$ cat config.mk
export PLATFORM = sky130hd
export DESIGN_NAME = crc_checked_float_reading_decoder_unit
export DESIGN_NICKNAME = d
export VERILOG_FILES = /design/src/design/crcfd_pkg.sv /design/src/design/crcfd_deframe.sv /design/src/design/crcfd_convert.sv /design/src/design/crc_checked_float_reading_decoder_unit.sv
export SDC_FILE = /design/constraint.sdc
export NUM_CORES = 1
export LEC_CHECK = 0
export BUFFER_PORTS_ARGS = -buffer_cell sky130_fd_sc_hd__clkbuf_2
export CORE_MARGIN = 2
export CORE_UTILIZATION = 45
export DETAILED_ROUTE_END_ITERATION = 10
export PLACE_DENSITY = 0.71
export SLEW_MARGIN = 20
export SYNTH_ARGS = -nofsm -noshare
export SYNTH_HDL_FRONTEND = slang
export SYNTH_SLANG_ARGS = --single-unit
$ cat constraint.sdc
create_clock -name clk_i -period 9.8 [get_ports clk_i]
set_clock_uncertainty 0.1 [all_clocks]
set_input_delay 1.47 -clock clk_i [delete_from_list [all_inputs] [get_ports clk_i]]
set_output_delay 1.47 -clock clk_i [all_outputs]
set_load 0.005 [all_outputs]
$ cat src/design/crcfd_pkg.sv
// Shared types, constants and the CRC-8 byte update for the CRC-checked float decoder.
// No dependencies.
`timescale 1ns / 1ps

package crcfd_pkg;

  localparam logic [7:0]  CRC_POLY  = 8'h31;
  localparam logic [7:0]  CRC_INIT  = 8'hFF;
  localparam logic [7:0]  EXP_BIAS  = 8'd127;
  localparam logic [6:0]  HUNDRED   = 7'd100;
  localparam int          MANT_W    = 23;
  localparam int          VALUE_W   = 23;
  localparam int          CLAMP_W   = 16;
  localparam int          VCOUNT_W  = 3;

  // Configuration register indexes
  localparam logic REG_VALUE_COUNT = 1'b0;
  localparam logic REG_CLAMP_LIMIT = 1'b1;

  // Byte position within one reading: data, data, CRC, data, data, CRC
  typedef enum logic [5:0] {
    POS_D0 = 6'b000001,
    POS_D1 = 6'b000010,
    POS_C0 = 6'b000100,
    POS_D2 = 6'b001000,
    POS_D3 = 6'b010000,
    POS_C1 = 6'b100000
  } pos_e;

  typedef struct packed {
    logic [31:0] bits;
    logic [1:0]  channel;
    logic        crc_error;
    logic        last;
  } raw_t;

  function automatic logic [7:0] crc8_update(input logic [7:0] crc, input logic [7:0] data);
    logic [7:0] c;
    c = crc ^ data;
    for (int i = 0; i < 8; i++) begin
      c = c[7] ? ((c << 1) ^ CRC_POLY) : (c << 1);
    end
    return c;
  endfunction

endpackage

$ cat src/design/crcfd_deframe.sv
// Byte deframer: group position, running CRC-8 check, reading index and error latch.
// Holds one raw reading request until the output stage takes it. Uses crcfd_pkg.
`timescale 1ns / 1ps

module crcfd_deframe #(
  parameter int MAX_READINGS = 4
) (
  input  logic                           clk_i,
  input  logic                           rst_ni,
  input  logic                           accept_i,
  input  logic [7:0]                     rx_byte_i,
  input  logic                           start_req_i,
  input  logic [crcfd_pkg::VCOUNT_W-1:0] value_count_i,
  input  logic                           take_i,
  output logic                           res_vld_o,
  output crcfd_pkg::raw_t                res_o
);

  localparam int IdxW = ($clog2(MAX_READINGS) > 2) ? $clog2(MAX_READINGS) : 2;
  localparam int CntW = ($clog2(MAX_READINGS + 1) > 3) ? $clog2(MAX_READINGS + 1) : 3;

  crcfd_pkg::pos_e pos_q, pos_d, pos_cur;
  logic [15:0]     hold_q, hold_d;
  logic [15:0]     upper_q, upper_d;
  logic [7:0]      crc_q, crc_d;
  logic [IdxW-1:0] idx_q, idx_d, idx_cur;
  logic            ovf_q, ovf_d, ovf_cur;
  logic            err_q, err_d, err_cur;
  logic            vld_q, vld_d;
  crcfd_pkg::raw_t res_q, res_d;
  logic            produce;
  logic [CntW-1:0] eff_cnt;
  logic            last;

  always_comb begin
    if (value_count_i == '0 || CntW'(value_count_i) > CntW'(MAX_READINGS)) begin
      eff_cnt = CntW'(MAX_READINGS);
    end else begin
      eff_cnt = CntW'(value_count_i);
    end
  end

  assign pos_cur = start_req_i ? crcfd_pkg::POS_D0 : pos_q;
  assign idx_cur = start_req_i ? '0 : idx_q;
  assign ovf_cur = start_req_i ? 1'b0 : ovf_q;
  assign err_cur = start_req_i ? 1'b0 : err_q;
  assign last    = !ovf_cur && (CntW'(idx_cur) == eff_cnt - CntW'(1));

  always_comb begin
    pos_d   = pos_q;
    hold_d  = hold_q;
    upper_d = upper_q;
    crc_d   = crc_q;
    idx_d   = idx_q;
    ovf_d   = ovf_q;
    err_d   = err_q;
    produce = 1'b0;
    res_d   = res_q;
    if (accept_i) begin
      pos_d = pos_cur;
      idx_d = idx_cur;
      ovf_d = ovf_cur;
      err_d = err_cur;
      if (!err_cur) begin
        unique case (pos_cur)
          crcfd_pkg::POS_D0, crcfd_pkg::POS_D2: begin
            hold_d = {rx_byte_i, 8'h00};
            crc_d  = crcfd_pkg::crc8_update(crcfd_pkg::CRC_INIT, rx_byte_i);
            pos_d  = (pos_cur == crcfd_pkg::POS_D0) ? crcfd_pkg::POS_D1 : crcfd_pkg::POS_D3;
          end
          crcfd_pkg::POS_D1, crcfd_pkg::POS_D3: begin
            hold_d = {hold_q[15:8], rx_byte_i};
            crc_d  = crcfd_pkg::crc8_update(crc_q, rx_byte_i);
            pos_d  = (pos_cur == crcfd_pkg::POS_D1) ? crcfd_pkg::POS_C0 : crcfd_pkg::POS_C1;
          end
          crcfd_pkg::POS_C0, crcfd_pkg::POS_C1: begin
            res_d.channel = idx_cur[1:0];
            res_d.last    = last;
            if (crc_q != rx_byte_i) begin
              produce         = 1'b1;
              res_d.bits      = '0;
              res_d.crc_error = 1'b1;
              err_d           = 1'b1;
              pos_d           = crcfd_pkg::POS_D0;
            end else if (pos_cur == crcfd_pkg::POS_C0) begin
              upper_d = hold_q;
              pos_d   = crcfd_pkg::POS_D2;
            end else begin
              produce         = 1'b1;
              res_d.bits      = {upper_q, hold_q};
              res_d.crc_error = 1'b0;
              pos_d           = crcfd_pkg::POS_D0;
              if (last) begin
                idx_d = '0;
              end else begin
                idx_d = idx_cur + IdxW'(1);
                ovf_d = ovf_cur | (&idx_cur);
              end
            end
          end
          default: begin
            pos_d = crcfd_pkg::POS_D0;
          end
        endcase
      end
    end
  end

  always_comb begin
    if (produce) begin
      vld_d = 1'b1;
    end else if (take_i) begin
      vld_d = 1'b0;
    end else begin
      vld_d = vld_q;
    end
  end

  always_ff @(posedge clk_i or negedge rst_ni) begin
    if (!rst_ni) begin
      pos_q   <= crcfd_pkg::POS_D0;
      hold_q  <= '0;
      upper_q <= '0;
      crc_q   <= crcfd_pkg::CRC_INIT;
      idx_q   <= '0;
      ovf_q   <= 1'b0;
      err_q   <= 1'b0;
      vld_q   <= 1'b0;
    end else begin
      pos_q   <= pos_d;
      hold_q  <= hold_d;
      upper_q <= upper_d;
      crc_q   <= crc_d;
      idx_q   <= idx_d;
      ovf_q   <= ovf_d;
      err_q   <= err_d;
      vld_q   <= vld_d;
    end
  end

  always_ff @(posedge clk_i) begin
    res_q <= res_d;
  end

  assign res_vld_o = vld_q;
  assign res_o     = res_q;

`ifndef NO_ASSERTIONS
  a_err_sets_latch: assert property (@(posedge clk_i) disable iff (!rst_ni)
    produce && res_d.crc_error |=> err_q)
    else $error("CRC error request did not set the error latch");

  a_latched_quiet: assert property (@(posedge clk_i) disable iff (!rst_ni)
    accept_i && err_q && !start_req_i |=> !vld_q && $stable(pos_q))
    else $error("byte decoded while error latch set");

  a_last_channel: assert property (@(posedge clk_i) disable iff (!rst_ni)
    produce && res_d.last |-> res_d.channel == 2'(eff_cnt - CntW'(1)))
    else $error("last flag on wrong channel");
`endif

endmodule

$ cat src/design/crcfd_convert.sv
// Float-to-hundredths conversion: truncating fixed-point with saturation at limit*100.
// Pure combinational, sign bit ignored. Uses crcfd_pkg.
`timescale 1ns / 1ps

module crcfd_convert (
  input  logic [31:0]                       bits_i,
  input  logic [crcfd_pkg::CLAMP_W-1:0]     clamp_limit_i,
  output logic [crcfd_pkg::VALUE_W-1:0]     value_o
);

  logic [crcfd_pkg::MANT_W-1:0] mant;
  logic [7:0]                   bexp;
  logic [7:0]                   rs;
  logic [7:0]                   e;
  logic [30:0]                  lead_x100;
  logic [7:0]                   small_t;
  logic [4:0]                   shift;
  logic [15:0]                  ipart;
  logic [crcfd_pkg::MANT_W-1:0] frac_mask;
  logic [crcfd_pkg::MANT_W-1:0] frac;
  logic [29:0]                  frac_x100;
  logic [6:0]                   fpart;
  logic [crcfd_pkg::VALUE_W-1:0] sat;
  logic [crcfd_pkg::VALUE_W-1:0] ivalue;

  assign mant      = bits_i[22:0];
  assign bexp      = bits_i[30:23];
  assign rs        = crcfd_pkg::EXP_BIAS - bexp;
  assign e         = bexp - crcfd_pkg::EXP_BIAS;
  assign lead_x100 = 31'({1'b1, mant}) * 31'(crcfd_pkg::HUNDRED);
  assign small_t   = lead_x100[30:23] >> rs[2:0];
  assign shift     = 5'(crcfd_pkg::MANT_W) - {1'b0, e[3:0]};
  assign ipart     = (16'd1 << e[3:0]) + 16'(mant >> shift);
  assign frac_mask = (23'd1 << shift) - 23'd1;
  assign frac      = mant & frac_mask;
  assign frac_x100 = 30'(frac) * 30'(crcfd_pkg::HUNDRED);
  assign fpart     = 7'(frac_x100 >> shift);
  assign sat       = 23'(clamp_limit_i) * 23'(crcfd_pkg::HUNDRED);
  assign ivalue    = 23'(ipart) * 23'(crcfd_pkg::HUNDRED) + 23'(fpart);

  always_comb begin
    priority if (bexp == '0 && mant == '0) begin
      value_o = '0;
    end else if (bexp < crcfd_pkg::EXP_BIAS) begin
      value_o = (rs >= 8'd8) ? '0 : 23'(small_t);
    end else if (e >= 8'd16) begin
      value_o = sat;
    end else if (ipart >= clamp_limit_i) begin
      value_o = sat;
    end else begin
      value_o = ivalue;
    end
  end

endmodule

$ cat src/design/crc_checked_float_reading_decoder_unit.sv
// Top level of the CRC-checked float reading decoder: config registers, output register.
// Instantiates crcfd_deframe and crcfd_convert; uses crcfd_pkg.
`timescale 1ns / 1ps

// Takes one response byte per clock while in_stall_o is low: groups of two data
// bytes and a CRC-8 byte (poly 0x31, init 0xFF), two good groups giving one
// big-endian float reading that leaves as hundredths, saturated at clamp_limit*100.
// start_req_i marks the first byte of a response. A CRC mismatch gives one result
// with crc_error_o set and then bytes are dropped until the next start. Sustained
// rate is one byte per cycle while in_stall_o is low; a result passes from its CRC
// byte through the deframer's request register and then the conversion and output
// register to the outputs. in_stall_o rises only when both the request register and
// the output register are full and the output is stalled.
module crc_checked_float_reading_decoder_unit #(
  parameter int MAX_READINGS = 4
) (
  input  logic                            clk_i,
  input  logic                            rst_ni,
  input  logic                            in_valid_i,
  output logic                            in_stall_o,
  input  logic [7:0]                      rx_byte_i,
  input  logic                            start_req_i,
  output logic                            out_valid_o,
  input  logic                            out_stall_i,
  output logic [crcfd_pkg::VALUE_W-1:0]   value_o,
  output logic [1:0]                      channel_o,
  output logic                            crc_error_o,
  output logic                            last_value_o,
  input  logic                            cfg_we_i,
  input  logic                            cfg_index_i,
  input  logic [crcfd_pkg::CLAMP_W-1:0]   cfg_wdata_i
);

  logic [crcfd_pkg::VCOUNT_W-1:0] value_count_q;
  logic [crcfd_pkg::CLAMP_W-1:0]  clamp_limit_q;
  logic                           accept;
  logic                           res_vld;
  crcfd_pkg::raw_t                res;
  logic                           out_ready;
  logic                           take;
  logic [crcfd_pkg::VALUE_W-1:0]  conv_value;
  logic                           out_vld_q, out_vld_d;
  logic [crcfd_pkg::VALUE_W-1:0]  value_q;
  logic [1:0]                     channel_q;
  logic                           crc_error_q;
  logic                           last_q;

  always_ff @(posedge clk_i or negedge rst_ni) begin
    if (!rst_ni) begin
      value_count_q <= crcfd_pkg::VCOUNT_W'(4);
      clamp_limit_q <= crcfd_pkg::CLAMP_W'(3000);
    end else if (cfg_we_i) begin
      unique case (cfg_index_i)
        crcfd_pkg::REG_VALUE_COUNT: value_count_q <= cfg_wdata_i[crcfd_pkg::VCOUNT_W-1:0];
        crcfd_pkg::REG_CLAMP_LIMIT: clamp_limit_q <= cfg_wdata_i;
        default: ;
      endcase
    end
  end

  assign out_ready  = !out_vld_q || !out_stall_i;
  assign take       = res_vld && out_ready;
  assign in_stall_o = res_vld && !out_ready;
  assign accept     = in_valid_i && !in_stall_o;

  crcfd_deframe #(
    .MAX_READINGS(MAX_READINGS)
  ) u_deframe (
    .clk_i        (clk_i),
    .rst_ni       (rst_ni),
    .accept_i     (accept),
    .rx_byte_i    (rx_byte_i),
    .start_req_i  (start_req_i),
    .value_count_i(value_count_q),
    .take_i       (take),
    .res_vld_o    (res_vld),
    .res_o        (res)
  );

  crcfd_convert u_convert (
    .bits_i       (res.bits),
    .clamp_limit_i(clamp_limit_q),
    .value_o      (conv_value)
  );

  always_comb begin
    if (take) begin
      out_vld_d = 1'b1;
    end else if (!out_stall_i) begin
      out_vld_d = 1'b0;
    end else begin
      out_vld_d = out_vld_q;
    end
  end

  always_ff @(posedge clk_i or negedge rst_ni) begin
    if (!rst_ni) begin
      out_vld_q <= 1'b0;
    end else begin
      out_vld_q <= out_vld_d;
    end
  end

  always_ff @(posedge clk_i) begin
    if (take) begin
      value_q     <= conv_value;
      channel_q   <= res.channel;
      crc_error_q <= res.crc_error;
      last_q      <= res.last;
    end
  end

  assign out_valid_o  = out_vld_q;
  assign value_o      = value_q;
  assign channel_o    = channel_q;
  assign crc_error_o  = crc_error_q;
  assign last_value_o = last_q;

`ifndef NO_ASSERTIONS
  a_stall_needs_req: assert property (@(posedge clk_i) disable iff (!rst_ni)
    in_stall_o |-> res_vld && out_vld_q)
    else $error("input stalled with free request slot");

  a_err_value_zero: assert property (@(posedge clk_i) disable iff (!rst_ni)
    out_valid_o && crc_error_o |-> value_o == '0)
    else $error("CRC error result carries a nonzero value");

  a_take_shows: assert property (@(posedge clk_i) disable iff (!rst_ni)
    take |=> out_valid_o)
    else $error("taken request not presented at output");
`endif

endmodule
==> impl_metrics.json <==
{
  "nFillCells": 3539,
  "slowest_stage": "xnor2_2",
  "worstSetupPathType": "reg -> reg",
  "grt_pass1_wl_mm": 68.8,
  "status": "finished clean",
  "report.final.setup_viol": 0,
  "cts_root_buf": "clkbuf_16",
  "critPathMaxFanout": 25,
  "final.setup.tns_ps": 0,
  "cts.clk_slew.worst_paths_ps": 70,
  "crit_arrival_ps": 9130,
  "hold_viol_final": 0,
  "synth_cell_types": 87,
  "post_cts_buffers": 0,
  "gp_congestion": 0.930,
  "cts_hold_buf": 0,
  "fin_hold_ws_ps": 326,
  "r2r-end": "value_o[22]",
  "ys.flop_type": "edfxtp_1",
  "cp_slowest_stage_delay_ps": 840,
  "hpwl_mm": 34.3,
  "crit_path_end_kind": "register",
  "min_period_over_period": 0.926,
  "syn_avg_cell_area_um2": 8.79,
  "min_delay_path_depth": 0,
  "antenna_found_initial": 1,
  "ys_seq_area_frac": 0.213,
  "diodes": 0,
  "r2r_setup_slack_ps": 720,
  "tightest_slew_ps": 1050,
  "drv_cap": 0,
  "overflow": 0,
  "htreeDepth": 4,
  "clockBufferDepth": 2,
  "drive_gt1_frac": 0.105,
  "yosysWarnings": 0,
  "pwr_density_cell_mw_per_mm2": 125,
  "drt_iter0_drc": 982,
  "relSlewSlack": 0.293,
  "drv_slew": 0,
  "wl_per_cell_um": 16.9,
  "cts.sinks": 132,
  "final_util": 0.495,
  "hold_class": "reg -> reg",
  "grt_max_degree": 71,
  "port_buffers": 59,
  "ios": 60,
  "ys_async_sr_fraction": 0.530,
  "worstSetupStartpointType": "register",
  "fmax_mhz": 110,
  "coreArea_mm2": 0.0375,
  "holdPathEnd": "channel_o[0]",
  "die-area_mm2": 0.0394,
  "rsz0062_at_grt": "no",
  "worstRegToRegCells": 34,
  "clock_latency_ps": 430,
  "first_pass_iters": 5,
  "path_common_cell": "ha_1",
  "cts_tree": "built",
  "cellLeakagePower_nw": 9.66,
  "rows": 71,
  "viasPerCell": 5.53,
  "r2r_start": "u_deframe.res_o[27]",
  "vias": 13800,
  "hold_start": "u_deframe.res_o[2]",
  "cts_resized": 0,
  "drt_wl_total_mm": 42.3,
  "ys_ff_latch": 132,
  "worst_ir_drop_vdd_v": 0.000135,
  "synth_area_mm2": 0.0170,
  "nets": 2378,
  "numCtsBuffers": 17,
  "start_util": 0.455,
  "worstPathRequired_ps": 9850,
  "area.growth.synth_to_final_pct": 8.85,
  "die_h_um": 199,
  "layout_min_cycle_time_ps": 9080,
  "track_usage": 0.220,
  "die_w_um": 199,
  "detail-route-antenna-nets": 0,
  "synth_cells": 1938,
  "synth-edff-count": 62,
  "drc_errors": 0,
  "grt_pass1_vias": 13500
}
## per-layer routing
metal / vias to the layer above / track usage / part of all wire / wire length (um)
met1: 6630 / 0.304 / 0.46 / 19300
met2: 390 / 0.355 / 0.46 / 19400
met5: - / 0 / 0.00028 / 12
li1: 6731 / - / - / -
met4: 2 / 0.0732 / 0.027 / 1130
met3: 74 / 0.0298 / 0.058 / 2460
## cells in the final DEF (no fill, tap or decap), types with 57 or more instances in the layout
| cell | synthesis | routed |
|---|---|---|
| nand2_1 | 119 | 119 |
| nor2_1 | 119 | 119 |
| xor2_1 | 57 | 57 |
| fa_1 | 59 | 59 |
| a21oi_1 | 100 | 100 |
| ha_1 | 310 | 310 |
| clkbuf_2 | 0 | 58 |
| xnor2_1 | 79 | 76 |
| inv_1 | 335 | 335 |
| edfxtp_1 | 62 | 62 |
| o21ai_0 | 72 | 72 |
## worst max-delay path, delay by kind of cell, from the launching register on
family                     cells  cell delay (ps)
muxes                          1              150
buffers and inverters          5              560
and+or+nand+nor                8             1870
xor gates and xnor gates       2              990
AOI/OAI and AO/OA             11             2300
adders and majority gates      7             2370
DFF                            1              420
## flip-flops by register name, summed over array words and instances, names as in the netlist, 3 cells and up
register / cells
u_deframe.res_o: 35
value_o: 23
clamp_limit_q: 16
u_deframe.hold_q: 16
u_deframe.upper_q: 15
u_deframe.crc_q: 8
u_deframe.pos_q: 6
value_count_q: 3
## how the worst max path moves through the flow
| stage | start | to | depth (start not counted) |
|---|---|---|---|
| 5_1_grt | u_deframe.res_o[27] | value_o[21] | 33 |
| 3_3_place_gp | u_deframe.res_o[27] | value_o[22] | 34 |
| 6_report | u_deframe.res_o[27] | value_o[22] | 34 |
| 2_1_floorplan | u_deframe.res_o[27] | value_o[21] | 38 |
| 3_5_place_dp | u_deframe.res_o[27] | value_o[22] | 34 |
| 4_1_cts | u_deframe.res_o[27] | value_o[22] | 34 |
## area by class of cell
type	instances	area (um^2)	area share
clock buffer	17	425	0.0229
clock inverter	15	196	0.0106
inverter	335	1260	0.0678
multi-input combinational	1417	12000	0.646
sequential	132	3630	0.196
tap	511	639	0.0345
timing repair buffer	75	415	0.0224
## cells by family (layout without fill, tap and decap cells)
| kind of cell | Yosys count | count (layout) | synth area share |
|---|---|---|---|
| AO/OA/AOI/OAI | 374 | 374 | 0.145 |
| XOR/XNOR | 136 | 136 | 0.0699 |
| adder cells (fa/ha/maj) | 369 | 369 | 0.297 |
| buffers and inverters | 390 | 442 | 0.0865 |
| flip-flops | 132 | 132 | 0.213 |
| multiplexers | 80 | 80 | 0.0577 |
| other | 1 | 2 | 0.000220 |
| AND/OR/NAND/NOR | 456 | 456 | 0.130 |
## Yosys cell counts (13+ instances only)
cell | n | area [um^2]
inv_1 | 335 | 1260
ha_1 | 310 | 3880
nand2_1 | 119 | 447
nor2_1 | 119 | 447
a21oi_1 | 100 | 500
xnor2_1 | 79 | 692
o21ai_0 | 72 | 360
edfxtp_1 | 62 | 1860
fa_1 | 59 | 1180
xor2_1 | 57 | 499
dfrtp_1 | 53 | 1330
and2_1 | 45 | 282
mux2_2 | 45 | 507
clkbuf_1 | 41 | 154
nand3_1 | 34 | 170
nor3_1 | 28 | 140
a21o_1 | 25 | 188
and3_1 | 25 | 156
mux2i_1 | 24 | 240
a211oi_1 | 21 | 158
dfstp_2 | 17 | 447
o21ai_1 | 15 | 75.1
nor2b_1 | 14 | 87.6
a31oi_1 | 13 | 81.3
nand2b_1 | 13 | 81.3
## metrics by stage
step	instances	power, W	setup WS, ps	area, um^2
global route	2502	0.00245	114	18600
global placement	2470	0.00159	1110	17900
floorplan	1939	0.00136	1180	17000
CTS	2502	0.00230	847	18500
detailed placement	2470	0.00161	890	17900
finish	2502	0.00231	721	18600
## where the power goes
group          switching [W]  total, W  internal, W
Clock               0.000269  0.000676     0.000407
Combinational       0.000553  0.000930     0.000377
Sequential         0.0000595  0.000708     0.000649
Total               0.000881   0.00231      0.00143
(Power assumes the default switching activity.)
